`src/design/gnf_pkg.sv`:
```
`timescale 1ns / 1ps
// ----------------------------------------------------------------------------
// gnf_pkg: shared types and constants for the fractal gradient noise block.
// Holds the register map, the configuration bundle handed to every octave
// lane, and the reciprocal table used to normalize the octave sum.
// ----------------------------------------------------------------------------
package gnf_pkg;

  localparam int TIME_BITS_DEF   = 24;
  localparam int MAX_OCTAVES_DEF = 8;

  localparam int POS_W       = 16;
  localparam int FRAC_W      = 8;
  localparam int SEED_W      = 8;
  localparam int OCT_W       = 4;
  localparam int CFG_DATA_W  = 64;
  localparam int REG_IDX_W   = 3;
  localparam int SIGN_N      = 256;
  localparam int SAMPLE_W    = 8;
  localparam int SUM_W       = 10;
  localparam int VALUE_W     = 8;
  localparam int RECIP_W     = 17;
  localparam int RECIP_SHIFT = 23;

  localparam logic [9:0]         FADE_BASE = 10'd768;
  localparam logic [VALUE_W-1:0] MID_VALUE = 8'd128;

  typedef enum logic [REG_IDX_W-1:0] {
    REG_SEED    = 3'd0,
    REG_OCTAVES = 3'd1,
    REG_SIGN0   = 3'd2,
    REG_SIGN1   = 3'd3,
    REG_SIGN2   = 3'd4,
    REG_SIGN3   = 3'd5
  } gnf_reg_t;

  typedef struct packed {
    logic [SEED_W-1:0] seed;
    logic [SIGN_N-1:0] signs;
  } gnf_cfg_t;

  // Reciprocal ceil(2^23 / amp_sum) for each octave count; exact truncating
  // quotient for every dividend below 2^15.
  function automatic logic [RECIP_W-1:0] gnf_recip(input logic [OCT_W-1:0] n);
    logic [RECIP_W-1:0] r;
    unique case (n)
      4'd1:    r = 17'd65536;
      4'd2:    r = 17'd43691;
      4'd3:    r = 17'd37450;
      4'd4:    r = 17'd34953;
      4'd5:    r = 17'd33826;
      4'd6:    r = 17'd33289;
      4'd7:    r = 17'd33027;
      4'd8:    r = 17'd32897;
      default: r = '0;
    endcase
    return r;
  endfunction

endpackage

```
`src/design/gnf_lane.sv`:
```
`timescale 1ns / 1ps
// ----------------------------------------------------------------------------
// gnf_lane: one noise octave, three register stages.
// Stage one looks up both gradients and squares the fraction, stage two
// forms the cubic fade and the lattice contributions, stage three blends,
// clamps and scales the sample by the octave amplitude.
// ----------------------------------------------------------------------------
module gnf_lane #(
  parameter int SHIFT = 0
) (
  input  logic                                  clk,
  input  logic [gnf_pkg::POS_W-1:0]             pos,
  input  gnf_pkg::gnf_cfg_t                     cfg,
  output logic signed [gnf_pkg::SAMPLE_W-1:0]   sample
);

  localparam logic [9:0] FADE_BASE_L = gnf_pkg::FADE_BASE;

  logic [gnf_pkg::POS_W-1:0]  p;
  logic [gnf_pkg::FRAC_W-1:0] lat;
  logic [gnf_pkg::FRAC_W-1:0] frac;
  logic [gnf_pkg::FRAC_W-1:0] idx0;
  logic [gnf_pkg::FRAC_W-1:0] idx1;

  logic [gnf_pkg::FRAC_W-1:0] frac_q;
  logic [15:0]                sq_q;
  logic [9:0]                 fade_m_q;
  logic                       g0_q;
  logic                       g1_q;

  logic [25:0]                fade_prod;
  logic signed [8:0]          v0;
  logic signed [9:0]          v1;
  logic signed [9:0]          diff;
  logic [7:0]                 s_q;
  logic signed [8:0]          v0_q;
  logic signed [9:0]          diff_q;

  logic signed [18:0]         s_ext;
  logic signed [18:0]         d_ext;
  logic signed [18:0]         prod;
  logic signed [18:0]         prod_sh;
  logic signed [10:0]         n;
  logic signed [10:0]         half;
  logic signed [7:0]          clamped;

  assign p    = pos << SHIFT;
  assign lat  = p[15:8];
  assign frac = p[7:0];
  assign idx0 = lat ^ cfg.seed;
  assign idx1 = (lat + 8'd1) ^ cfg.seed;

  always_ff @(posedge clk) begin
    frac_q   <= frac;
    sq_q     <= 16'(frac) * 16'(frac);
    fade_m_q <= FADE_BASE_L - {1'b0, frac, 1'b0};
    g0_q     <= cfg.signs[idx0];
    g1_q     <= cfg.signs[idx1];
  end

  assign fade_prod = 26'(sq_q) * 26'(fade_m_q);

  always_comb begin
    v0   = g0_q ? $signed({1'b0, frac_q}) : -$signed({1'b0, frac_q});
    v1   = g1_q ? ($signed({2'b00, frac_q}) - 10'sd256)
                : (10'sd256 - $signed({2'b00, frac_q}));
    diff = v1 - $signed({v0[8], v0});
  end

  always_ff @(posedge clk) begin
    s_q    <= fade_prod[23:16];
    v0_q   <= v0;
    diff_q <= diff;
  end

  always_comb begin
    s_ext   = $signed({11'd0, s_q});
    d_ext   = $signed({{9{diff_q[9]}}, diff_q});
    prod    = s_ext * d_ext;
    prod_sh = prod >>> 8;
    n       = $signed({{2{v0_q[8]}}, v0_q}) + prod_sh[10:0];
    half    = n >>> 1;
    if (half > 11'sd127) begin
      clamped = 8'sd127;
    end else if (half < -11'sd128) begin
      clamped = -8'sd128;
    end else begin
      clamped = half[7:0];
    end
  end

  always_ff @(posedge clk) begin
    sample <= clamped >>> SHIFT;
  end

endmodule

```
`config.mk`:
```
export PLATFORM = sky130hd
export DESIGN_NAME = gnf_lane
export DESIGN_NICKNAME = d
export VERILOG_FILES = /design/src/design/gnf_pkg.sv /design/src/design/gnf_lane.sv
export SDC_FILE = /design/constraint.sdc
export NUM_CORES = 1
export LEC_CHECK = 0
export ABC_AREA = 1
export ABC_CLOCK_PERIOD_IN_PS = 6600
export CORE_MARGIN = 4
export CORE_UTILIZATION = 45
export DETAILED_ROUTE_END_ITERATION = 8
export DONT_BUFFER_PORTS = 1
export RECOVER_POWER = 50
export SETUP_SLACK_MARGIN = 0.15
export SLEW_MARGIN = 40
export SYNTH_ARGS = -nofsm -noshare
export SYNTH_HDL_FRONTEND = slang
export SYNTH_SLANG_ARGS = --single-unit
export TNS_END_PERCENT = 50
```
`constraint.sdc`:
```
create_clock -name clk -period 6.6 [get_ports clk]
set_clock_uncertainty 0.15 [all_clocks]
set_input_delay 0.66 -clock clk [delete_from_list [all_inputs] [get_ports clk]]
set_output_delay 0.66 -clock clk [all_outputs]
set_load 0.005 [all_outputs]
```
Word-level counts from Yosys, hierarchy flattened:

Index checks and enable logic that the tools add are counted.

* add/subtract/negate cells: 7
* multipliers: 3
* magnitude comparators: 4
* mux-type cells: 7
* bitwise gates (word level): 2

Operators with widths (number)
* $mul 16x10->24: 1
* $mul 9x10->19: 1
* $lt 8x9->1 const B: 2
* $bmux 1 s8: 2
* $mul 8x8->16: 1
* $xor 8x8->8: 2
* $add 11x11->11: 1
* $gt 10x8->1 const B: 1
* $lt 10x8->1 const B: 1
* $mux 10: 1
* $sub 10x9->10: 1
* $sub 10x9->10 const A: 1
* $sub 8x9->10 const B: 1
* $sub 9x8->10 const A: 1
* $mux 9: 1
* $neg 8->9: 1
* $add 8x1->8 const B: 1
* $mux 8: 1
* $mux 1: 2

* logic and storage cells: 32
* register bits: 71

Depth between registers and ports, before layout:

Gate-level depths: netlist (run 1).

* word-level depth: 4
* mapped depth: 32

Worst setup path before layout (run 1):

Ideal clock, no wire load.

* path kind: register to register
* from: reg s_q[5]
* to: reg sample[6] (netlist bit)
* library setup time: 121 ps
* setup slack: 919 ps
* cell stages (with the launch flop): 29
* data arrival time: 5410 ps
* path buffers: 1
* data required time: 6329 ps
* cells stage by stage: dfxtp_1 > clkbuf_1 > nand2_1 > fa_1 > inv_1 > fa_1 > fa_1 > inv_1 > fa_1 > inv_1 > ha_1 > a21oi_1 > a21boi_0 > o21ai_0 > nand3_1 > nand2_1 > a21oi_1 > ha_1 > a21oi_1 > o21a_1 > nand2_1 > nand2_1 > nand2_1 > a21oi_1 > inv_1 > nand2_1 > nand3_1 > nand2_1 > nand2_1

* cells in the longest elaborated chain, start to end: 4
* elaborated cells on any way between the ends: 5

Ends and longest elaborated chain
* start: declaration: line gnf_lane.sv:35 `logic [7:0] s_q;`
* start signal: assignment: line gnf_lane.sv:71 `s_q <= fade_prod[23:16];`
* $mul 9x10->19 *: line gnf_lane.sv:79 `prod = s_ext * d_ext;`
* $add 11x11->11 *: line gnf_lane.sv:81 `n = $signed({{2{v0_q[8]}}, v0_q}) + prod_sh[10:0];`
* $lt 10x8->1: line gnf_lane.sv:85 `end else if (half < -11'sd128) begin`
* $mux 8: line gnf_lane.sv:85
* end signal: assignment: line gnf_lane.sv:93 `sample <= clamped >>> SHIFT;`
* end: declaration: line gnf_lane.sv:14 `output logic signed [gnf_pkg::SAMPLE_W-1:0] sample`

Mark *: on every way between the ends. The rest lies on a longest branch, timed or not.
A chain may end at the register's enable or synchronous reset.

Final worst setup path (run 1):

* from: reg s_q[3]
* to: reg sample[6] (netlist bit)

Same word-level chain as after synthesis.

==> results of run 1 <==
[per-layer routing]
layer	share of wire (%)	wire, um
met5	0.047	27
met3	6.9	3967
met1	42	23790
met2	47	27100
met4	4.1	2337
[state kept, by name, indices dropped and copies added (netlist names)]
register,cells
g0_q,1
frac_q,7
sample,8
fade_m_q,8
v0_q,9
diff_q,9
s_q,8
g1_q,1
sq_q,15
[worst max path at each step]
| stage | end | slack (ns) | depth (start not counted) |
|---|---|---|---|
| 6_report | sample[6] | 0.65 | 28 |
| 4_1_cts | sample[6] | 0.44 | 27 |
| 3_5_place_dp | sample[6] | 0.47 | 27 |
| 5_1_grt | sample[4] | 0.17 | 28 |
| 3_3_place_gp | sample[6] | 0.53 | 27 |
| 2_1_floorplan | sample[6] | 0.92 | 28 |
[through the flow]
step	instances	util [%]	hold slack (ns)	worst slack (ns)
6_report	3240	47.74	0.1837	0.6506
5_1_grt	3240	47.74	0.1749	0.1653
4_1_cts	3238	47.62	0.1723	0.4357
3_5_place_dp	3222	46.82	0.4376	0.4689
3_3_place_gp	3220	46.69	0.4431	0.5290
2_1_floorplan	2837	-	0.2358	0.9195
[timing repair]
action                     in CTS  in global routing
buffers inserted                0                  0
gates resized for setup         0                  6
setup endpoints to repair       0                  7
hold buffers                    0                  0
[cell type report]
| cell class | count | area, sq um |
|---|---|---|
| clock buffers | 9 | 225.2 |
| clock inverters | 7 | 77.57 |
| multi-input cells | 1968 | 13070 |
| diodes | 1 | 2.502 |
| flip-flops and latches | 66 | 1324 |
| inverters | 659 | 2474 |
| fillers | 4032 | 19730 |
| well taps | 511 | 639.4 |
| repair buffers | 19 | 216.5 |
[cell usage in the layout (no fill, tap or decap), drive strengths merged, types with 18 or more instances in the layout]
master  count
a21oi      57
buf        18
dfxtp      66
fa        182
ha        141
inv       660
nand2     835
nand3     532
nor2       34
o21ai      42
xnor2      35
xor2       48
[cell families after synthesis]
logic type | after synthesis
simple gates | 1422
buf+inv | 803
fa+ha+maj | 323
compound gates | 132
xor+xnor | 83
flops | 66
other cells | 2
[critical path: cells and delay by family, from the launching register on]
family / cells / cell delay, ns
adder cells (fa/ha/maj): 6 / 2.88
AND/OR/NAND/NOR: 10 / 1.16
AO/OA/AOI/OAI: 4 / 0.63
buffers and inverters: 7 / 0.48
flip-flops: 1 / 0.42
XOR/XNOR: 1 / 0.16
==> impl_metrics.py, run 1 <==
metrics = {
    "run_status": {
        "status": "finished clean",
    },
    "critical_path": {
        "slowest_stage": "fa_1",
        "crit_type": "reg2reg",
        "start_kind": "flip-flop",
        "required_ns": 6.73,
        "cp_common_cell": "inv_1",
        "reg2reg_from": "s_q[3]",
        "endpoint_kind": "flip-flop",
        "r2r_slack_ns": 0.65,
        "worstPathArrival_ns": 6.08,
        "reg2reg_to": "sample[6]",
        "crit_start": "s_q[3]",
        "reg2reg_depth": 28,
        "cpPeakStageDelay_ns": 0.58,
        "timing.critical_path.fanout_max": 9,
    },
    "drt": {
        "drc": 0,
        "first_pass_iters": 5,
        "wl_um": 57230,
        "routed_via_density": 5.372,
        "wl_per_cell_um": 17.66,
        "drt_iter0_drc": 1104,
        "via_count": 17405,
        "ant_nets": 0,
    },
    "finish": {
        "fin_nets": 3327,
        "post-route-cell-area_sq_mm": 0.01802,
        "drive_gt1_share_pct": 1.870,
        "synthToLayoutAreaGrowth_pct": 4.165,
    },
    "floorplanning": {
        "die_area_sq_mm": 0.04165,
        "dieWidth_um": 204.1,
        "initial_core_util_pct": 45.83,
        "die_h_um": 204.1,
        "rows": 71,
        "boundaryPins": 289,
        "design.core.area_sq_mm": 0.03776,
    },
    "logic_synthesis": {
        "ys_seq_area_share_pct": 7.636,
        "synth_top_family_by_area": "simple AND/OR/NAND/NOR gates",
        "yosys.area_share.xor_xnor_pct": 4.288,
        "yosys-top-cells-area": "fa_1 (21%), nand2_1 (18%), nand3_1 (15%)",
        "synth_ff_type": "dfxtp_1",
        "avgSynthCellArea_sq_um": 6.112,
        "synth_top_area_cell": "fa_1",
        "ys_seq_elements": 66,
        "syn_area_sq_mm": 0.01730,
        "yosys_warnings": 0,
        "yosysTopAreaCellShare_pct": 21.06,
        "synthSimpleGateAreaFrac_pct": 34.98,
        "synthArstFlopShare_pct": 0,
        "synth_most_common_cell": "nand2_1",
        "synth_edf_count": 0,
        "muxShareOfSynthArea_pct": 0,
        "synthCells": 2831,
        "yosysUniqueCellTypes": 32,
        "synth.top_cells.by_count": "nand2_1 (835), inv_1 (657), nand3_1 (532)",
        "synth-adder-area-share_pct": 31.25,
        "synth_compound_area_share_pct": 4.281,
    },
    "hold_path": {
        "min_to": "frac_q[3]",
        "hold_depth": 0,
        "min_path_type": "in2reg",
        "hp-start": "pos[3]",
    },
    "global_route": {
        "antenna_found_initial": 3,
        "grt_first_pass_wirelength_um": 91010,
        "grt_max_degree": 221,
        "met1_usage_pct": 34.35,
        "grt_pass1_vias": 17520,
        "globalRouteMet2Util_pct": 46.17,
        "top_usage_layer": "met2",
        "grt_use_total_pct": 27.23,
        "grt_use_met3_pct": 5.221,
        "grt_overflow": 0,
    },
    "clocking": {
        "cts_tree": "built",
        "cts_root_buf": "clkbuf_16",
        "cts_buffers": 9,
        "clock_path_buffers": 2,
        "clk_pin_slew_worst_paths_ns": 0.06,
        "clkLatencyLatePin_ns": 0.35,
        "htree_levels": 3,
        "cts_sinks": 66,
    },
    "timing": {
        "finalCritPeriodShare_pct": 90.14,
        "hold_viol_final": 0,
        "relSlewSlack_pct": 40.89,
        "fmax_ghz": 0.1681,
        "worst_pin_slew_ns": 0.8855,
        "tns_ns": 0,
        "rsz0062_at_grt": "false",
        "finalMaxSlewViolations": 0,
        "fin_crit_ns": 5.949,
        "finalSetupViolCount": 0,
    },
    "placed_design": {
        "hpwl_um": 44860,
        "gp_congestion": 0.8829,
        "dpl_cell_area_sq_mm": 0.01768,
        "portBuffers": 0,
    },
    "run": {
        "maxCapViolCount": 0,
    },
}
Power of run 1 is not shown: default switching activity piles up to over one toggle a cycle in this logic, so the estimate is an artifact.
==> run 2: changes to the inputs <==
--- a/config.mk
+++ b/config.mk
@@ -5,10 +5,11 @@
 export SDC_FILE = /design/constraint.sdc
 export NUM_CORES = 1
 export LEC_CHECK = 0
-export ABC_AREA = 1
-export ABC_CLOCK_PERIOD_IN_PS = 6600
+export ABC_AREA = 0
+export ABC_CLOCK_PERIOD_IN_PS = 7500
 export CORE_MARGIN = 4
 export CORE_UTILIZATION = 45
+export CTS_BUF_LIST = sky130_fd_sc_hd__clkbuf_2 sky130_fd_sc_hd__clkbuf_4 sky130_fd_sc_hd__clkbuf_8
 export DETAILED_ROUTE_END_ITERATION = 8
 export DONT_BUFFER_PORTS = 1
 export RECOVER_POWER = 50
==> constraint.sdc (replaced) <==
create_clock -name clk -period 7.5 [get_ports clk]
set_clock_uncertainty 0.15 [all_clocks]
set_input_delay 0.75 -clock clk [delete_from_list [all_inputs] [get_ports clk]]
set_output_delay 0.75 -clock clk [all_outputs]
set_load 0.005 [all_outputs]
==> run 2 against run 1 <==
  * Setup slack better by 0.12 ns
  * Wire length fell by 31%
  * Synthesized cell count decreased by 47%
  * Register-to-register slack gained 0.12 ns
  * Critical path depth decreased by 3
  * Synthesized area is 13% lower
  * Fmax fell by 12%
  * Critical endpoint is now sample[0]
  * Final cell count fell by 41%
==> impl_metrics.py, run 2 <==
metrics = {
    "finish": {
        "synthToLayoutAreaGrowth_pct": 5.169,
        "regMostFlops": "sq_q",
        "multiInputGateArea_sq_mm": 0.01262,
        "seq_area_sq_mm": 0.001321,
        "largest_reg_flops": 15,
        "fin_nets": 2077,
        "reg_top3": "sq_q x15, diff_q x9, v0_q x9",
        "layout_commonest_cell": "inv_1",
        "most-common-layout-cells": "inv_1 (259), nand2_1 (185), fa_1 (182), mux4_2 (145), ha_1 (141)",
        "fillers": 3046,
        "drive_gt1_share_pct": 13.06,
        "fin_cells": 1924,
    },
    "logic_synthesis": {
        "synth_edf_count": 0,
        "ys_seq_area_share_pct": 8.747,
        "synth.top_cells.by_count": "inv_1 (259), nand2_1 (185), fa_1 (182)",
        "syn_area_sq_mm": 0.01511,
        "yosys_warnings": 0,
        "synthArstFlopShare_pct": 0,
        "synth_ff_type": "dfxtp_1",
        "synth_top_area_cell": "fa_1",
        "synth_most_common_cell": "inv_1",
        "avgSynthCellArea_sq_um": 9.991,
        "yosysTopAreaCellShare_pct": 24.12,
        "ys_seq_elements": 66,
        "yosys-top-cells-area": "fa_1 (24%), mux4_2 (22%), ha_1 (12%)",
        "yosysUniqueCellTypes": 56,
        "synthCells": 1512,
    },
    "drt": {
        "via_count": 10999,
        "drc": 0,
        "first_pass_iters": 5,
        "drt_iter0_drc": 532,
        "wl_per_cell_um": 20.38,
        "routed_via_density": 5.717,
        "ant_nets": 0,
        "wl_um": 39220,
    },
    "timing": {
        "finalMaxSlewViolations": 0,
        "fin_crit_ns": 6.729,
        "worst_pin_slew_ns": 0.8528,
        "fmax_ghz": 0.1486,
        "hold_viol_final": 0,
        "rsz0062_at_grt": "false",
        "finalSetupViolCount": 0,
        "relSlewSlack_pct": 43.15,
        "tns_ns": 0,
        "finalCritPeriodShare_pct": 89.72,
    },
    "clocking": {
        "cts_sinks": 66,
        "cts_buffers": 9,
        "clock_path_buffers": 2,
        "cts_tree": "built",
        "ctsHoldBuffers": 0,
        "clk_pin_slew_worst_paths_ns": 0.08,
        "clkLatencyLatePin_ns": 0.36,
        "htree_levels": 3,
        "cts_root_buf": "clkbuf_8",
    },
    "floorplanning": {
        "design.core.area_sq_mm": 0.03278,
        "dieWidth_um": 191.2,
        "die_area_sq_mm": 0.03656,
        "boundaryPins": 289,
        "die_h_um": 191.2,
        "rows": 66,
        "initial_core_util_pct": 46.08,
    },
    "run": {
        "maxCapViolCount": 0,
    },
    "placed_design": {
        "gp_congestion": 0.9029,
        "place_inst": 1902,
        "hpwl_um": 33910,
        "portBuffers": 0,
    },
    "hold_path": {
        "min_path_type": "in2reg",
    },
    "critical_path": {
        "slowest_stage": "fa_1",
        "crit_buf_inv": 3,
        "crit_type": "reg2reg",
        "start_kind": "flip-flop",
        "worstPathArrival_ns": 6.84,
        "required_ns": 7.61,
        "r2r_slack_ns": 0.77,
        "endpoint_kind": "flip-flop",
        "timing.critical_path.fanout_max": 9,
        "cp_top_family": "adder cells",
        "cp_common_cell": "fa_1",
        "cpPeakStageDelay_ns": 0.55,
    },
    "global_route": {
        "grt_first_pass_wirelength_um": 63830,
        "antenna_found_initial": 2,
        "grt_max_degree": 127,
        "grt_overflow": 0,
        "grt_pass1_vias": 12137,
        "grt_use_total_pct": 22.20,
    },
    "run_status": {
        "status": "finished clean",
    },
}
run 2: cell types whose count changed in the layout (fill, tap and decap cells not counted), sizes merged, moves of 23 or more:
cell and change:
nand3 -521, mux4 +145, xnor2 +30, inv -399
nor2 +23, and2 +99, nand2 -650
run 2: stage by stage:
step | area, sq um | util (%) | setup slack [ns] | hold WS (ns)
3_3_place_gp | 15550 | 47.45 | 0.7962 | 0.3651
3_5_place_dp | 15570 | 47.49 | 0.6352 | 0.3941
6_report | 15890 | 48.46 | 0.7706 | 0.2583
4_1_cts | 15820 | 48.25 | 0.6258 | 0.2327
2_1_floorplan | 15130 | - | 1.145 | 0.2276
5_1_grt | 15890 | 48.46 | 0.3089 | 0.2291
run 2: cell families after synthesis:
logic type	Yosys count	share of synthesized area [%]
AOI/OAI and AO/OA	135	5.873
xor gates and xnor gates	100	6.047
adders and majority gates	323	35.80
buffers and inverters	329	8.482
DFF	66	8.747
muxes	160	22.64
other	2	0.04972
and+or+nand+nor	397	12.37
run 2: layer usage:
layer	vias to the layer above	share of wire (%)	GRT usage, %
li1	4975	-	-
met1	5517	36	24.91
met2	418	53	40.56
met3	89	6.7	4.730
met4	0	4.9	9.641
met5	-	0	0
run 2: cell type report:
| type | instances | share of cell area (%) |
|---|---|---|
| antenna | 4 | 0.06301 |
| multi-input combinational | 1123 | 79.46 |
| tap | 442 | 3.481 |
| timing repair buffer | 14 | 0.9924 |
| clock buffer | 9 | 0.7797 |
| sequential | 66 | 8.317 |
| inverter | 259 | 6.120 |
| clock inverter | 7 | 0.7876 |
run 2: path summary, 6_finish.rpt:
kind,startpoint,depth (start not counted),endpoint
min,pos[0],0,sq_q[0]
max,s_q[2],25,sample[0]
max reg2reg,s_q[2],25,sample[0]
min reg2reg,frac_q[7],1,v0_q[7]
run 2: timing repair:
action,CTS,global route
buffers inserted,0,0
setup endpoints to repair,0,2
resized for setup,0,1
hold endpoints to repair,0,0
Power of run 2 is left out for the same reason.
