<file path="config.mk">
export PLATFORM = sky130hd
export DESIGN_NAME = gnf_norm
export DESIGN_NICKNAME = d
export VERILOG_FILES = /design/src/design/gnf_pkg.sv /design/src/design/gnf_norm.sv
export SDC_FILE = /design/constraint.sdc
export NUM_CORES = 1
export LEC_CHECK = 0
export ABC_AREA = 1
export BUFFER_PORTS_ARGS = -buffer_cell sky130_fd_sc_hd__buf_2
export CELL_PAD_IN_SITES_DETAIL_PLACEMENT = 0
export CELL_PAD_IN_SITES_GLOBAL_PLACEMENT = 1
export CORE_MARGIN = 3
export CORE_UTILIZATION = 41
export DETAILED_ROUTE_END_ITERATION = 6
export GPL_ROUTABILITY_DRIVEN = 1
export HOLD_SLACK_MARGIN = 0.12
export PLACE_DENSITY = 0.82
export REMOVE_ABC_BUFFERS = 1
export SYNTH_ARGS = -nofsm -noshare
export SYNTH_HDL_FRONTEND = slang
export SYNTH_SLANG_ARGS = --single-unit
export TNS_END_PERCENT = 100
</file>
<file path="constraint.sdc">
create_clock -name clk -period 8.7 [get_ports clk]
set_input_delay 0.87 -clock clk [delete_from_list [all_inputs] [get_ports clk]]
set_output_delay 0.87 -clock clk [all_outputs]
set_load 0.02 [all_outputs]
</file>
<file path="src/design/gnf_pkg.sv">
`timescale 1ns / 1ps
// ----------------------------------------------------------------------------
// gnf_pkg: shared types and constants for the fractal gradient noise block.
// Holds the register map, the configuration bundle handed to every octave
// lane, and the reciprocal table used to normalize the octave sum.
// ----------------------------------------------------------------------------
package gnf_pkg;

  localparam int TIME_BITS_DEF   = 24;
  localparam int MAX_OCTAVES_DEF = 8;

  localparam int POS_W       = 16;
  localparam int FRAC_W      = 8;
  localparam int SEED_W      = 8;
  localparam int OCT_W       = 4;
  localparam int CFG_DATA_W  = 64;
  localparam int REG_IDX_W   = 3;
  localparam int SIGN_N      = 256;
  localparam int SAMPLE_W    = 8;
  localparam int SUM_W       = 10;
  localparam int VALUE_W     = 8;
  localparam int RECIP_W     = 17;
  localparam int RECIP_SHIFT = 23;

  localparam logic [9:0]         FADE_BASE = 10'd768;
  localparam logic [VALUE_W-1:0] MID_VALUE = 8'd128;

  typedef enum logic [REG_IDX_W-1:0] {
    REG_SEED    = 3'd0,
    REG_OCTAVES = 3'd1,
    REG_SIGN0   = 3'd2,
    REG_SIGN1   = 3'd3,
    REG_SIGN2   = 3'd4,
    REG_SIGN3   = 3'd5
  } gnf_reg_t;

  typedef struct packed {
    logic [SEED_W-1:0] seed;
    logic [SIGN_N-1:0] signs;
  } gnf_cfg_t;

  // Reciprocal ceil(2^23 / amp_sum) for each octave count; exact truncating
  // quotient for every dividend below 2^15.
  function automatic logic [RECIP_W-1:0] gnf_recip(input logic [OCT_W-1:0] n);
    logic [RECIP_W-1:0] r;
    unique case (n)
      4'd1:    r = 17'd65536;
      4'd2:    r = 17'd43691;
      4'd3:    r = 17'd37450;
      4'd4:    r = 17'd34953;
      4'd5:    r = 17'd33826;
      4'd6:    r = 17'd33289;
      4'd7:    r = 17'd33027;
      4'd8:    r = 17'd32897;
      default: r = '0;
    endcase
    return r;
  endfunction

endpackage

</file>
<file path="src/design/gnf_norm.sv">
`timescale 1ns / 1ps
// ----------------------------------------------------------------------------
// gnf_norm: octave sum and normalization, three register stages.
// Sums the enabled octave samples, divides the scaled magnitude by the summed
// amplitudes through a reciprocal multiply, then restores the sign, adds the
// midpoint and clamps to the 8-bit range (midpoint alone for zero octaves).
// ----------------------------------------------------------------------------
module gnf_norm #(
  parameter int MAX_OCTAVES = gnf_pkg::MAX_OCTAVES_DEF
) (
  input  logic                                            clk,
  input  logic                                            rst,
  input  logic                                            in_valid,
  input  logic [MAX_OCTAVES-1:0][gnf_pkg::SAMPLE_W-1:0]   samples,
  input  logic [gnf_pkg::OCT_W-1:0]                       octaves,
  output logic                                            out_valid,
  output logic [gnf_pkg::VALUE_W-1:0]                     value
);

  logic signed [gnf_pkg::SUM_W-1:0] sum;
  logic [gnf_pkg::SUM_W-1:0]        abs_sum;
  logic                             vld_a;
  logic [8:0]                       mag_q;
  logic                             neg_a;
  logic                             zero_a;
  logic [gnf_pkg::RECIP_W-1:0]      recip_q;

  logic [15:0]                      dividend;
  logic [32:0]                      quo_prod;
  logic                             vld_b;
  logic [8:0]                       quo_q;
  logic                             neg_b;
  logic                             zero_b;

  logic signed [10:0]               res;
  logic [gnf_pkg::VALUE_W-1:0]      value_next;

  always_comb begin
    sum = '0;
    for (int k = 0; k < MAX_OCTAVES; k++) begin
      if (k < int'(octaves)) begin
        sum = sum + $signed({{2{samples[k][7]}}, samples[k]});
      end
    end
    abs_sum = sum[gnf_pkg::SUM_W-1] ? 10'(-sum) : 10'(sum);
  end

  always_ff @(posedge clk) begin
    mag_q   <= abs_sum[8:0];
    neg_a   <= sum[gnf_pkg::SUM_W-1];
    zero_a  <= (octaves == '0);
    recip_q <= gnf_pkg::gnf_recip(octaves);
  end

  assign dividend = {mag_q, 7'd0};
  assign quo_prod = 33'(dividend) * 33'(recip_q);

  always_ff @(posedge clk) begin
    quo_q  <= quo_prod[31:gnf_pkg::RECIP_SHIFT];
    neg_b  <= neg_a;
    zero_b <= zero_a;
  end

  always_comb begin
    if (neg_b) begin
      res = $signed({3'd0, gnf_pkg::MID_VALUE}) - $signed({2'd0, quo_q});
    end else begin
      res = $signed({3'd0, gnf_pkg::MID_VALUE}) + $signed({2'd0, quo_q});
    end
    if (zero_b) begin
      value_next = gnf_pkg::MID_VALUE;
    end else if (res < 11'sd0) begin
      value_next = '0;
    end else if (res > 11'sd255) begin
      value_next = 8'd255;
    end else begin
      value_next = res[7:0];
    end
  end

  always_ff @(posedge clk) begin
    value <= value_next;
  end

  always_ff @(posedge clk) begin
    if (rst) begin
      vld_a     <= 1'b0;
      vld_b     <= 1'b0;
      out_valid <= 1'b0;
    end else begin
      vld_a     <= in_valid;
      vld_b     <= vld_a;
      out_valid <= vld_b;
    end
  end

endmodule

</file>
### Yosys cells after proc, flatten, opt, wreduce, memory -nomap -nowiden

Memory sizes are Yosys's and may differ from the RTL's. A register that Yosys moved wholly into a read port is not among the register bits.
Cells that the tools add are included.

* flip-flop bits (word level): 50
* bits in read-only memories: 224
* input bits: 71
* logic and storage cells: 48
* memories kept: 1

Memory list
* (no name shown): depth 16, width 14, rd ports 1, clocked after Yosys merged registers in 1, wr ports 0, line gnf_pkg.sv:46 `unique case (n)`

* $add $sub $neg: 10
* multipliers: 1
* order comparisons: 10
* multiplexer cells: 12
* reduce and logical (&&, ||, !) cells: 2

Operators with widths (number)
* 2-to-1 mux 10 bit: 8
* adder 10 x 8 -> 10 bit: 7
* multiplier 9 x 17 -> 25 bit: 1
* < comparator 3 x 4 -> 1 bit (first input constant): 4
* 2-to-1 mux 8 bit: 2
* > comparator 11 x 9 -> 1 bit (second input constant): 1
* < comparator 11 x 1 -> 1 bit (second input constant): 1
* 2-to-1 mux 11 bit: 1
* adder 8 x 9 -> 10 bit (first input constant): 1
* subtractor 8 x 9 -> 10 bit (first input constant): 1
* 2-to-1 mux 9 bit: 1
* negation 9 bit: 1
* < comparator 1 x 4 -> 1 bit (first input constant): 2
* < comparator 2 x 4 -> 1 bit (first input constant): 2
* logical NOT 4 bit: 1
* OR reduction 2 bit: 1

### Longest topological paths before layout

Gate-level depths: netlist of run 1.

* depth after elaboration: 18
* mapped depth: 70
* mapped depth without buffers: 69

### Worst setup path before layout of run 1

No wires, ideal clock.

* path kind: input port to flip-flop
* from: input octaves[1] in the netlist's numbering
* to: register mag_q[7]
* library setup time: 109 ps
* arrival time: 8794 ps
* data required time: 8591 ps
* path slack: -203 ps
* stages on the path: 56
* buffers on the path: 2
* cell sequence: buf_4 > nor2_2 > nand2_4 > inv_1 > nor2_1 > ha_1 > ha_1 > nand2_2 > o21ai_2 > fa_1 > inv_1 > o21ai_2 > inv_1 > fa_1 > o21ai_2 > inv_1 > fa_1 > xor2_1 > [20 not listed] > nand2_1 > ha_1 > nand2_1 > nor3_1 > nand3_1 > o2111ai_1 > a21oi_1 > o21ai_0 > xnor2_1 > xor2_1 > inv_1 > nand2_1 > nand2_2 > inv_2 > buf_6 > nand3b_1 > nand2_1 > inv_1

* elaborated cells on any way between the ends: 25
* classes of those cells: 8 x add/sub; 8 x order compare; 9 x mux

RTL lines
* from (decl): line gnf_norm.sv:15 `input logic [gnf_pkg::OCT_W-1:0] octaves,`
* < comparator 1 x 4 -> 1 bit: line gnf_norm.sv:41 `if (k < int'(octaves)) begin`
* 2-to-1 mux 10 bit: line gnf_norm.sv:41
* adder 10 x 8 -> 10 bit: line gnf_norm.sv:42 `sum = sum + $signed({{2{samples[k][7]}}, samples[k]});`
* 2-to-1 mux 10 bit: line gnf_norm.sv:41
* adder 10 x 8 -> 10 bit: line gnf_norm.sv:42
* 2-to-1 mux 10 bit: line gnf_norm.sv:41
* adder 10 x 8 -> 10 bit: line gnf_norm.sv:42
* 2-to-1 mux 10 bit: line gnf_norm.sv:41
* [3 not listed]
* 2-to-1 mux 10 bit: line gnf_norm.sv:41
* adder 10 x 8 -> 10 bit: line gnf_norm.sv:42
* 2-to-1 mux 10 bit: line gnf_norm.sv:41
* adder 10 x 8 -> 10 bit: line gnf_norm.sv:42
* 2-to-1 mux 10 bit *: line gnf_norm.sv:41
* net sum, one bit: line gnf_norm.sv:20 `logic signed [gnf_pkg::SUM_W-1:0] sum;`
* 2-to-1 mux 9 bit *: line gnf_norm.sv:45 `abs_sum = sum[gnf_pkg::SUM_W-1] ? 10'(-sum) : 10'(sum);`
* net abs_sum, one bit: line gnf_norm.sv:21 `logic [gnf_pkg::SUM_W-1:0] abs_sum;`
* to (signal assigned): line gnf_norm.sv:49 `mag_q <= abs_sum[8:0];`
* to (decl): line gnf_norm.sv:23 `logic [8:0] mag_q;`

Mark *: on every way through the listed nets, which the timed path passes. The rest lies on a longest branch.
A chain may end at the register's enable or synchronous reset.

### Worst setup path after layout of run 1

* from: input octaves[3] in the netlist's numbering
* to: register mag_q[5]

* longest elaborated chain between the ends: 18
* elaborated cells on any way between the ends: 25
* classes of those cells: 8 x add/sub; 8 x order compare; 9 x mux

RTL lines (line)
* < comparator 1 x 4 -> 1 bit: gnf_norm.sv:41
* 2-to-1 mux 10 bit: gnf_norm.sv:41
* adder 10 x 8 -> 10 bit: gnf_norm.sv:42
* 2-to-1 mux 10 bit: gnf_norm.sv:41
* adder 10 x 8 -> 10 bit: gnf_norm.sv:42
* 2-to-1 mux 10 bit: gnf_norm.sv:41
* adder 10 x 8 -> 10 bit: gnf_norm.sv:42
* 2-to-1 mux 10 bit: gnf_norm.sv:41
* [3 not listed]
* 2-to-1 mux 10 bit: gnf_norm.sv:41
* adder 10 x 8 -> 10 bit: gnf_norm.sv:42
* 2-to-1 mux 10 bit: gnf_norm.sv:41
* adder 10 x 8 -> 10 bit: gnf_norm.sv:42
* 2-to-1 mux 10 bit *: gnf_norm.sv:41
* negation 9 bit: gnf_norm.sv:45
* 2-to-1 mux 9 bit *: gnf_norm.sv:45
* net abs_sum, one bit: gnf_norm.sv:21

Marks and branches as above.

==> impl_metrics.csv, run 1 <==
group,metric,value,unit
logic_synthesis,syn_avg_cell_area,6.83,um^2
clock_tree,cts_tree,"yes",
sta,hold_viol_final,0,
logic_synthesis,syn_area,9310,um^2
sta,fin_crit,8240,ps
die,ios,80,
logic_synthesis,synthFlopType,"dfxtp_1",
global_routing,grt.overflow.total,0,
die,die_w,157,um
sta,skew,9.21,ps
cells_and_area,layout_common_cells,"nand2_1, inv_1, ha_1",
logic_synthesis,ys_ff_latch,46,
sta,hold_ws,332,ps
logic_synthesis,synth-compound-area-share,0.0912,
clock_tree,cts_buffers,5,
global_routing,grt_pass1_wl,37.8,mm
outcome,outcome,"finished clean",
cells_and_area,area_growth,22.5,%
drt,post_drt_wl_per_cell,12.6,um
clock_tree,insertion_delay,300,ps
clock_tree,htree_levels,2,
power_and_ir_drop,p_leak,6.90,nW
placed_design,gp_routability_congestion,0.858,
logic_synthesis,ys_seq_area_frac,0.0989,
die,start_util,0.422,
clock_tree,path_clk_slew,70,ps
setup_path,crit_top_cell,"nand2_1",
cells_and_area,multi_input_area,7510,um^2
global_routing,grt_max_degree,18,
logic_synthesis,synth_mux_area_frac,0,
die,core-area,22100,um^2
logic_synthesis,synth-edff-count,0,
drt,vias,8571,
cells_and_area,seq_area,921,um^2
global_routing,antenna_found_initial,3,
power_and_ir_drop,p_total,3.20,mW
logic_synthesis,async_reset_ff_frac,0,
die,core.rowCount,54,
hold_path,hold_start,"zero_a$_DFF_P_",
setup_path,cp_top_family,"simple AND/OR/NAND/NOR gates",
placed_design,dp_hpwl,19.0,mm
logic_synthesis,synthCells,1364,
cells_and_area,drive_gt1_frac,0.220,
sta,slew_viol_final,0,
setup_path,cpMaxStageDelayCell,"fa_2",
logic_synthesis,synth-adder-area-share,0.353,
setup_path,cp-end-kind,"register",
setup_path,crit_buf_inv,8,
setup_path,regToRegStartpoint,"mag_q[2]$_DFF_P_",
cells_and_area,fin_nets,1808,
global_routing,grt_pass1_vias,8334,
drt,ant_nets,0,
drt,first_pass_iters,5,
hold_path,hold_class,"register to register",
cells_and_area,diodes,0,
drt,drc,0,
setup_path,r2r_slack,3500,ps
power_and_ir_drop,power.density,281,nW/um^2
setup_path,crit_type,"input pin to register",
die,die_y,157,um
clock_tree,root_buffer,"clkbuf_16",
logic_synthesis,synth_xor_area_frac,0.0423,
cells_and_area,final_common_cell,"nand2_1",
logic_synthesis,yosys_warnings,0,
hold_path,hold_path_end,"zero_b$_DFF_P_",
clock_tree,cts_sinks,46,
setup_path,crit_path_max_fanout,5,
power_and_ir_drop,vdd_drop_max,0.000160,V
setup_path,critPathLaunchType,"input pin",
setup_path,max_stage_delay,520,ps
setup_path,critPathArrivalTime,8460,ps
run,max-cap-violations,0,
hold_path,hold-path-cell-count,0,
setup_path,reg2reg_depth,21,
logic_synthesis,synth_top_family_by_area,"adder cells",
global_routing,track_usage,0.186,
sta,relSlewSlack,0.501,
placed_design,port_buffers,79,
clock_tree,ctsHoldBuffers,0,
clock_tree,cts_buffer_depth,2,
drt,first_iter_violations,336,
setup_path,r2r_end,"quo_q[8]$_DFF_P_",
drt,vias_per_cell,4.75,
logic_synthesis,synth-simple-area-share,0.268,
sta,worst_slew_pin_slew,742,ps
logic_synthesis,synth_cell_type_count,50,
cells_and_area,fill_cells,2183,
sta,setup_viol,0,
sta,clock.fmax,0.121,GHz
setup_path,crit_required,8920,ps
sta,fin_crit_sh,0.947,
drt,finalWirelength,22.7,mm
die,dieArea,24600,um^2
-- metrics by stage --
| step | setup WS, ps | area, um^2 | setup TNS, ps | std cells | util |
|---|---|---|---|---|---|
| final | 464 | 11400 | 0 | 1805 | 0.516 |
| after global routing | -117 | 11400 | -759 | 1805 | 0.516 |
| after CTS | 0.642 | 10900 | 0 | 1796 | 0.492 |
| after detailed placement | -425 | 10600 | -3220 | 1788 | 0.482 |
| after global placement | -252 | 10600 | -1740 | 1788 | 0.482 |
| after floorplan | -109 | 9180 | -432 | 1334 | - |
-- state kept, by name (all words and copies together) (netlist names) --
signal / cells
mag_q: 9
neg_b: 1
recip_q: 13
quo_q: 9
vld_b: 1
neg_a: 1
zero_b: 1
zero_a: 1
out_valid: 1
vld_a: 1
value: 8
-- worst reg2reg max path: stages, from the launching register on --
cell and delay (ps):
dfxtp_1 690, nand2_1 180, fa_1 560, inv_1 50, fa_1 500, inv_1 50
fa_1 470, inv_1 50, fa_1 470, ha_1 320, a21oi_1 240, o21a_1 160
o221a_2 170, nand2_1 90, a21o_1 200, a21o_1 190, a21o_1 190, a21oi_1 200
nor2_1 70, nand2_1 60, nand2_1 60, xor2_1 140
-- cell usage after synthesis (2+ instances only) --
master,count,share of area
a211oi_1,2,0.0016
nor2_1,56,0.023
a21oi_1,57,0.031
nand3_1,79,0.042
buf_4,2,0.0016
o21bai_1,3,0.0024
o211ai_1,2,0.0016
buf_2,3,0.0016
nand4_1,4,0.0027
a31oi_1,4,0.0027
nor2_2,2,0.0013
o21ai_0,41,0.022
or2_2,16,0.011
clkbuf_1,19,0.0077
and2_1,7,0.0047
a21o_1,10,0.0081
ha_1,130,0.17
o31ai_1,5,0.0040
nor2_4,2,0.0024
nor3_1,10,0.0054
xor2_1,29,0.027
o2111ai_1,3,0.0028
fa_1,83,0.18
xnor2_1,16,0.015
o21ai_2,6,0.0056
nand2_1,350,0.14
dfxtp_1,46,0.099
buf_1,5,0.0020
nand3b_1,5,0.0040
nand2_2,16,0.011
nand3_2,10,0.011
o221ai_1,2,0.0019
o21a_1,2,0.0016
inv_2,7,0.0028
inv_1,311,0.13
o21ai_1,2,0.0011
nor2_8,2,0.0043
nand2_4,3,0.0036
-- report_power, final --
part           internal [mW]  total [mW]  leakage, nW  switching, mW
sequential             0.291       0.424        0.383          0.133
combinational           1.17        2.52         6.42           1.35
clock                  0.172       0.255       0.0971         0.0826
total                   1.64        3.20         6.90           1.57
-- worst max path at each step --
stage	from	cells after the start	slack, ps	to
finish	octaves[3]	57	460	mag_q[5]$_DFF_P_
global route	octaves[1]	67	-120	mag_q[7]$_DFF_P_
CTS	octaves[3]	56	0.6	mag_q[5]$_DFF_P_
detailed placement	octaves[0]	63	-430	mag_q[8]$_DFF_P_
global placement	octaves[3]	57	-250	mag_q[8]$_DFF_P_
floorplan	octaves[3]	54	-110	mag_q[8]$_DFF_P_
-- per-layer routing --
layer | vias to the layer above | track usage | wire length [um]
li1 | 4499 | - | -
met4 | 6 | 0.0358 | 278
met2 | 130 | 0.327 | 11000
met3 | 20 | 0.0196 | 699
met5 | - | 0 | 39
met1 | 3916 | 0.250 | 10700
-- layout make-up --
class                   instances  area share
clock buffers                   6      0.0122
clock inverters                 2     0.00527
inverters                     322       0.108
multi-input cells             966       0.659
flip-flops and latches         46      0.0807
well taps                     280      0.0307
repair buffers                182       0.103
repair inverters                1    0.000439
-- timing repair --
item | in CTS | in global routing
buffers inserted | 0 | 8
pin swaps | 0 | 49
cloned | 0 | 1
resized for setup | 5 | 94
setup endpoints to repair | 9 | 9
-- kinds of logic (layout without fill, tap and decap cells) --
kind of cell | after synthesis | in the layout
AO/OA/AOI/OAI | 144 | 144
AND/OR/NAND/NOR | 564 | 564
buffers and inverters | 352 | 513
flip-flops | 46 | 46
XOR/XNOR | 45 | 45
adder cells (fa/ha/maj) | 213 | 213
Power figures use the tool's default switching activity.
==> run 2, diff against run 1 <==
--- a/config.mk
+++ b/config.mk
@@ -10,4 +10,5 @@
 export CELL_PAD_IN_SITES_DETAIL_PLACEMENT = 0
 export CELL_PAD_IN_SITES_GLOBAL_PLACEMENT = 1
+export CORE_ASPECT_RATIO = 0.6
 export CORE_MARGIN = 3
 export CORE_UTILIZATION = 41
@@ -15,4 +16,5 @@
 export GPL_ROUTABILITY_DRIVEN = 1
 export HOLD_SLACK_MARGIN = 0.12
+export MAX_ROUTING_LAYER = met4
 export PLACE_DENSITY = 0.82
 export REMOVE_ABC_BUFFERS = 1
==> constraint.sdc (replaced) <==
create_clock -name clk -period 8.7 [get_ports clk]
set_input_delay 0.87 -clock clk [delete_from_list [all_inputs] [get_ports clk]]
set_output_delay 0.87 -clock clk [all_outputs]
set_load 0.01 [all_outputs]
==> impl_metrics.csv, run 2 (same netlist as run 1, synthesis figures left out) <==
group,metric,value,unit
outcome,outcome,"finished clean",
drt,drc,0,
drt,finalWirelength,25.4,mm
drt,wl_met2,9.95,mm
sta,setup_viol,0,
power_and_ir_drop,pwr-share-seq,0.128,
placed_design,gp_routability_congestion,0.900,
setup_path,max_stage_delay,550,ps
drt,post_drt_wl_per_cell,13.7,um
global_routing,antenna_found_initial,1,
cells_and_area,final_common_cell,"nand2_1",
sta,slew_viol_final,0,
global_routing,grt_max_degree,18,
drt,top_layer_used,"met4",
sta,worst_slew_pin_slew,734,ps
die,start_util,0.420,
die,ios,80,
clock_tree,root_buffer,"clkbuf_16",
drt,vias,8761,
clock_tree,cts_tree,"yes",
die,core.rowCount,42,
power_and_ir_drop,p_clk_frac,0.067,
run,max-cap-violations,0,
sta,clock.fmax,0.120,GHz
cells_and_area,largest_reg_flops,13,
placed_design,dpl-instance-area,10800,um^2
power_and_ir_drop,combPwrFrac,0.805,
cells_and_area,final_util,0.525,
drt,route.met3.wl,1.49,mm
setup_path,crit_required,8940,ps
setup_path,critPathLaunchType,"input pin",
sta,relSlewSlack,0.510,
clock_tree,path_clk_slew,70,ps
drt,met1_length,13.8,mm
setup_path,crit_path_max_fanout,5,
die,dieArea,24600,um^2
sta,skew,8.25,ps
sta,tns,0,ps
global_routing,grt_pass1_wl,40.9,mm
setup_path,crit_type,"input pin to register",
cells_and_area,fin_nets,1825,
power_and_ir_drop,vdd_drop_max,0.000152,V
cells_and_area,largest-register,"recip_q",
hold_path,hold_class,"register to register",
setup_path,crit_top_cell,"nand2_2",
power_and_ir_drop,p_sw_frac,0.499,
drt,first_iter_violations,585,
drt,ant_nets,0,
cells_and_area,drive_gt1_frac,0.242,
cells_and_area,area_growth,25.0,%
clock_tree,cts_buffers,5,
clock_tree,cts_sinks,46,
setup_path,critPathArrivalTime,8590,ps
power_and_ir_drop,switchingPower,1.69,mW
clock_tree,cts_buffer_depth,2,
global_routing,grt_pass1_vias,8203,
placed_design,dp_hpwl,20.9,mm
power_and_ir_drop,power.density,291,nW/um^2
setup_path,cp-end-kind,"register",
placed_design,place_ws,-548,ps
clock_tree,htree_levels,2,
die,die_y,123,um
placed_design,port_buffers,79,
die,die_w,201,um
power_and_ir_drop,p_total,3.39,mW
cells_and_area,final_area,11600,um^2
sta,fin_crit_sh,0.960,
cells_and_area,reg_top3,"recip_q: 13 flops, mag_q: 9 flops, quo_q: 9 flops",
sta,setup_slack,348,ps
die,core-area,22200,um^2
sta,fin_crit,8350,ps
global_routing,track_usage,0.211,
power_and_ir_drop,p_int,1.70,mW
cells_and_area,layout_common_cells,"nand2_1, inv_1, buf_4",
global_routing,grt.overflow.total,0,
setup_path,cpMaxStageDelayCell,"fa_2",
clock_tree,insertion_delay,310,ps
power_and_ir_drop,p_leak,6.99,nW
drt,first_pass_iters,5,
drt,vias_per_cell,4.73,
sta,hold_viol_final,0,
-- run 2: per-layer routing --
layer	vias to the layer above	track usage
met5	-	-
met4	0	0.0267
met3	17	0.0382
met2	212	0.292
met1	3989	0.325
li1	4543	-
-- run 2: final timing paths --
path | startpoint | to | slack [ps] | cells after the start
worst max-delay path | octaves[2] | mag_q[5]$_DFF_P_ | 350 | 59
worst min register to register | zero_a$_DFF_P_ | zero_b$_DFF_P_ | 330 | 0
worst min-delay path | zero_a$_DFF_P_ | zero_b$_DFF_P_ | 330 | 0
worst max register to register | mag_q[2]$_DFF_P_ | quo_q[8]$_DFF_P_ | 3540 | 21
-- run 2: power by group through the flow --
stage          logic, mW  registers [mW]  clock network, mW
3_3_place_gp        2.27           0.436                  0
4_1_cts             2.37           0.431              0.232
2_1_floorplan       1.59           0.379                  0
3_5_place_dp        2.31           0.436                  0
5_1_grt             3.09           0.446              0.243
6_report            2.73           0.434              0.228
-- run 2: area by class of cell --
cell class,count,area (um^2)
timing repair inverter,1,6.26
inverter,322,1240
multi-input combinational,966,7610
antenna,1,2.50
sequential,46,921
fill,2208,10500
timing repair buffer,199,1310
tap,308,385
clock buffer,5,125
clock inverter,3,48.8
-- run 2: worst max-delay path: cells and delay by family --
family	cells	cell delay [ps]
adders and majority gates	7	1980
buffers and inverters	10	990
and+or+nand+nor	24	2500
xor gates and xnor gates	3	450
AOI/OAI and AO/OA	15	1780
-- run 2: timing repair --
| action | in CTS | in global routing |
|---|---|---|
| setup buffers | 0 | 12 |
| hold buffers | 0 | 0 |
| gates cloned | 0 | 1 |
| endpoints found under the setup margin | 9 | 9 |
| pin swaps | 3 | 55 |
| resized for setup | 12 | 117 |
-- run 2: per-stage QoR --
stage | hold WS, ps | cells
3_5_place_dp | 315 | 1829
6_report | 335 | 1851
2_1_floorplan | 310 | 1334
3_3_place_gp | 312 | 1829
5_1_grt | 334 | 1851
4_1_cts | 331 | 1837
==> run 3, diff against run 2 <==
CTS_BUF_LIST = sky130_fd_sc_hd__clkbuf_8   (was unset)
GPL_TIMING_DRIVEN = 0   (was unset)
==> impl_metrics.csv, run 3 (same netlist as run 1, synthesis figures left out) <==
group,metric,value,unit
outcome,outcome,"finished clean",
setup_path,max_stage_delay,540,ps
sta,slew_viol_final,0,
sta,rsz0062_at_grt,"yes",
sta,setup_viol,0,
global_routing,grt_pass1_wl,39.9,mm
cells_and_area,drive_gt1_frac,0.197,
clock_tree,cts_buffers,5,
setup_path,cp-end-kind,"register",
cells_and_area,area_growth,18.9,%
clock_tree,insertion_delay,330,ps
drt,vias,8432,
cells_and_area,largest-register,"recip_q",
drt,drc,0,
sta,relSlewSlack,0.234,
sta,skew,13.2,ps
sta,worst_slew_pin_slew,1150,ps
global_routing,antenna_found_initial,0,
drt,finalWirelength,25.0,mm
power_and_ir_drop,vdd_drop_max,0.000207,V
cells_and_area,multi_input_area,7700,um^2
run,max-cap-violations,0,
power_and_ir_drop,p_leak,6.55,nW
die,core.rowCount,42,
setup_path,crit_path_max_fanout,6,
setup_path,critPathLaunchType,"input pin",
setup_path,cp_top_family,"adder cells",
setup_path,regToRegStartpoint,"mag_q[2]$_DFF_P_",
cells_and_area,reg_top3,"recip_q: 13 flops, mag_q: 9 flops, quo_q: 9 flops",
die,ios,80,
clock_tree,path_clk_slew,100,ps
clock_tree,root_buffer,"clkbuf_8",
die,die_w,201,um
setup_path,crit_buf_inv,9,
hold_path,hold_class,"register to register",
hold_path,hold_start,"zero_a$_DFF_P_",
cells_and_area,final_util,0.499,
global_routing,grt.overflow.total,0,
power_and_ir_drop,power.density,278,nW/um^2
setup_path,crit_required,8930,ps
die,start_util,0.420,
setup_path,crit_start,"octaves[3]",
placed_design,port_buffers,79,
clock_tree,cts_tree,"yes",
setup_path,crit_type,"input pin to register",
drt,ant_nets,0,
placed_design,dp_hpwl,20.0,mm
sta,hold_ws,337,ps
die,die_y,123,um
sta,fin_crit,8540,ps
sta,clock.fmax,0.117,GHz
cells_and_area,fin_nets,1738,
cells_and_area,layout_common_cells,"nand2_1, inv_1, ha_1",
sta,hold_viol_final,0,
global_routing,grt_pass1_vias,7825,
cells_and_area,final_common_cell,"nand2_1",
placed_design,gp_routability_congestion,0.902,
cells_and_area,diodes,0,
global_routing,track_usage,0.208,
drt,post_drt_wl_per_cell,14.2,um
setup_path,crit_top_cell,"ha_4",
setup_path,critPathArrivalTime,8770,ps
die,dieArea,24600,um^2
clock_tree,htree_levels,2,
clock_tree,cts_sinks,46,
drt,vias_per_cell,4.78,
sta,tns,0,ps
die,core-area,22200,um^2
setup_path,cpMaxStageDelayCell,"fa_1",
global_routing,grt_max_degree,19,
cells_and_area,largest_reg_flops,13,
cells_and_area,seq_area,921,um^2
cells_and_area,fill_cells,2250,
drt,first_pass_iters,5,
sta,fin_crit_sh,0.982,
drt,first_iter_violations,534,
clock_tree,cts_buffer_depth,2,
run 3: path summary, 6_finish.rpt:
path	end	slack, ps	depth (start not counted)
worst min register to register	zero_b$_DFF_P_	340	0
worst max-delay path	mag_q[4]$_DFF_P_	160	54
worst min-delay path	zero_b$_DFF_P_	340	0
worst max register to register	quo_q[8]$_DFF_P_	3440	21
run 3: final cells by class:
| class | instances | area share |
|---|---|---|
| Multi-Input combinational cell | 966 | 0.695 |
| Tap cell | 308 | 0.0348 |
| Inverter | 322 | 0.112 |
| Sequential cell | 46 | 0.0832 |
| Clock buffer | 6 | 0.00746 |
| Timing Repair inverter | 1 | 0.000678 |
| Clock inverter | 2 | 0.00147 |
| Timing Repair Buffer | 112 | 0.0652 |
run 3: repair_timing:
item                                    4_1_cts  5_1_grt
gates cloned                                  1        1
pin swaps                                    15       60
gates resized for setup                      40      110
endpoints found under the setup margin        9        9
hold buffers                                  0        0
buffers inserted                              8       24
run 3: power breakdown:
part           internal [mW]  switching, mW
logic                   1.09           1.41
clock network         0.0655         0.0829
registers              0.291          0.142
total                   1.44           1.64
run 3: metrics by stage:
stage	cell area, um^2	setup slack (ps)	cells	power (mW)
6_report	11100	160	1763	3.08
5_1_grt	11100	-321	1763	3.47
2_1_floorplan	9180	-109	1334	1.97
3_5_place_dp	9960	-1480	1721	2.45
4_1_cts	10400	15.5	1738	2.75
3_3_place_gp	9960	-1440	1721	2.42
run 3: metal layers:
metal	vias up	track usage	wire length, um
li1	4371	-	-
met1	3821	0.324	13600
met2	228	0.278	9450
met3	12	0.0472	1780
met4	0	0.0189	123
met5	-	-	0
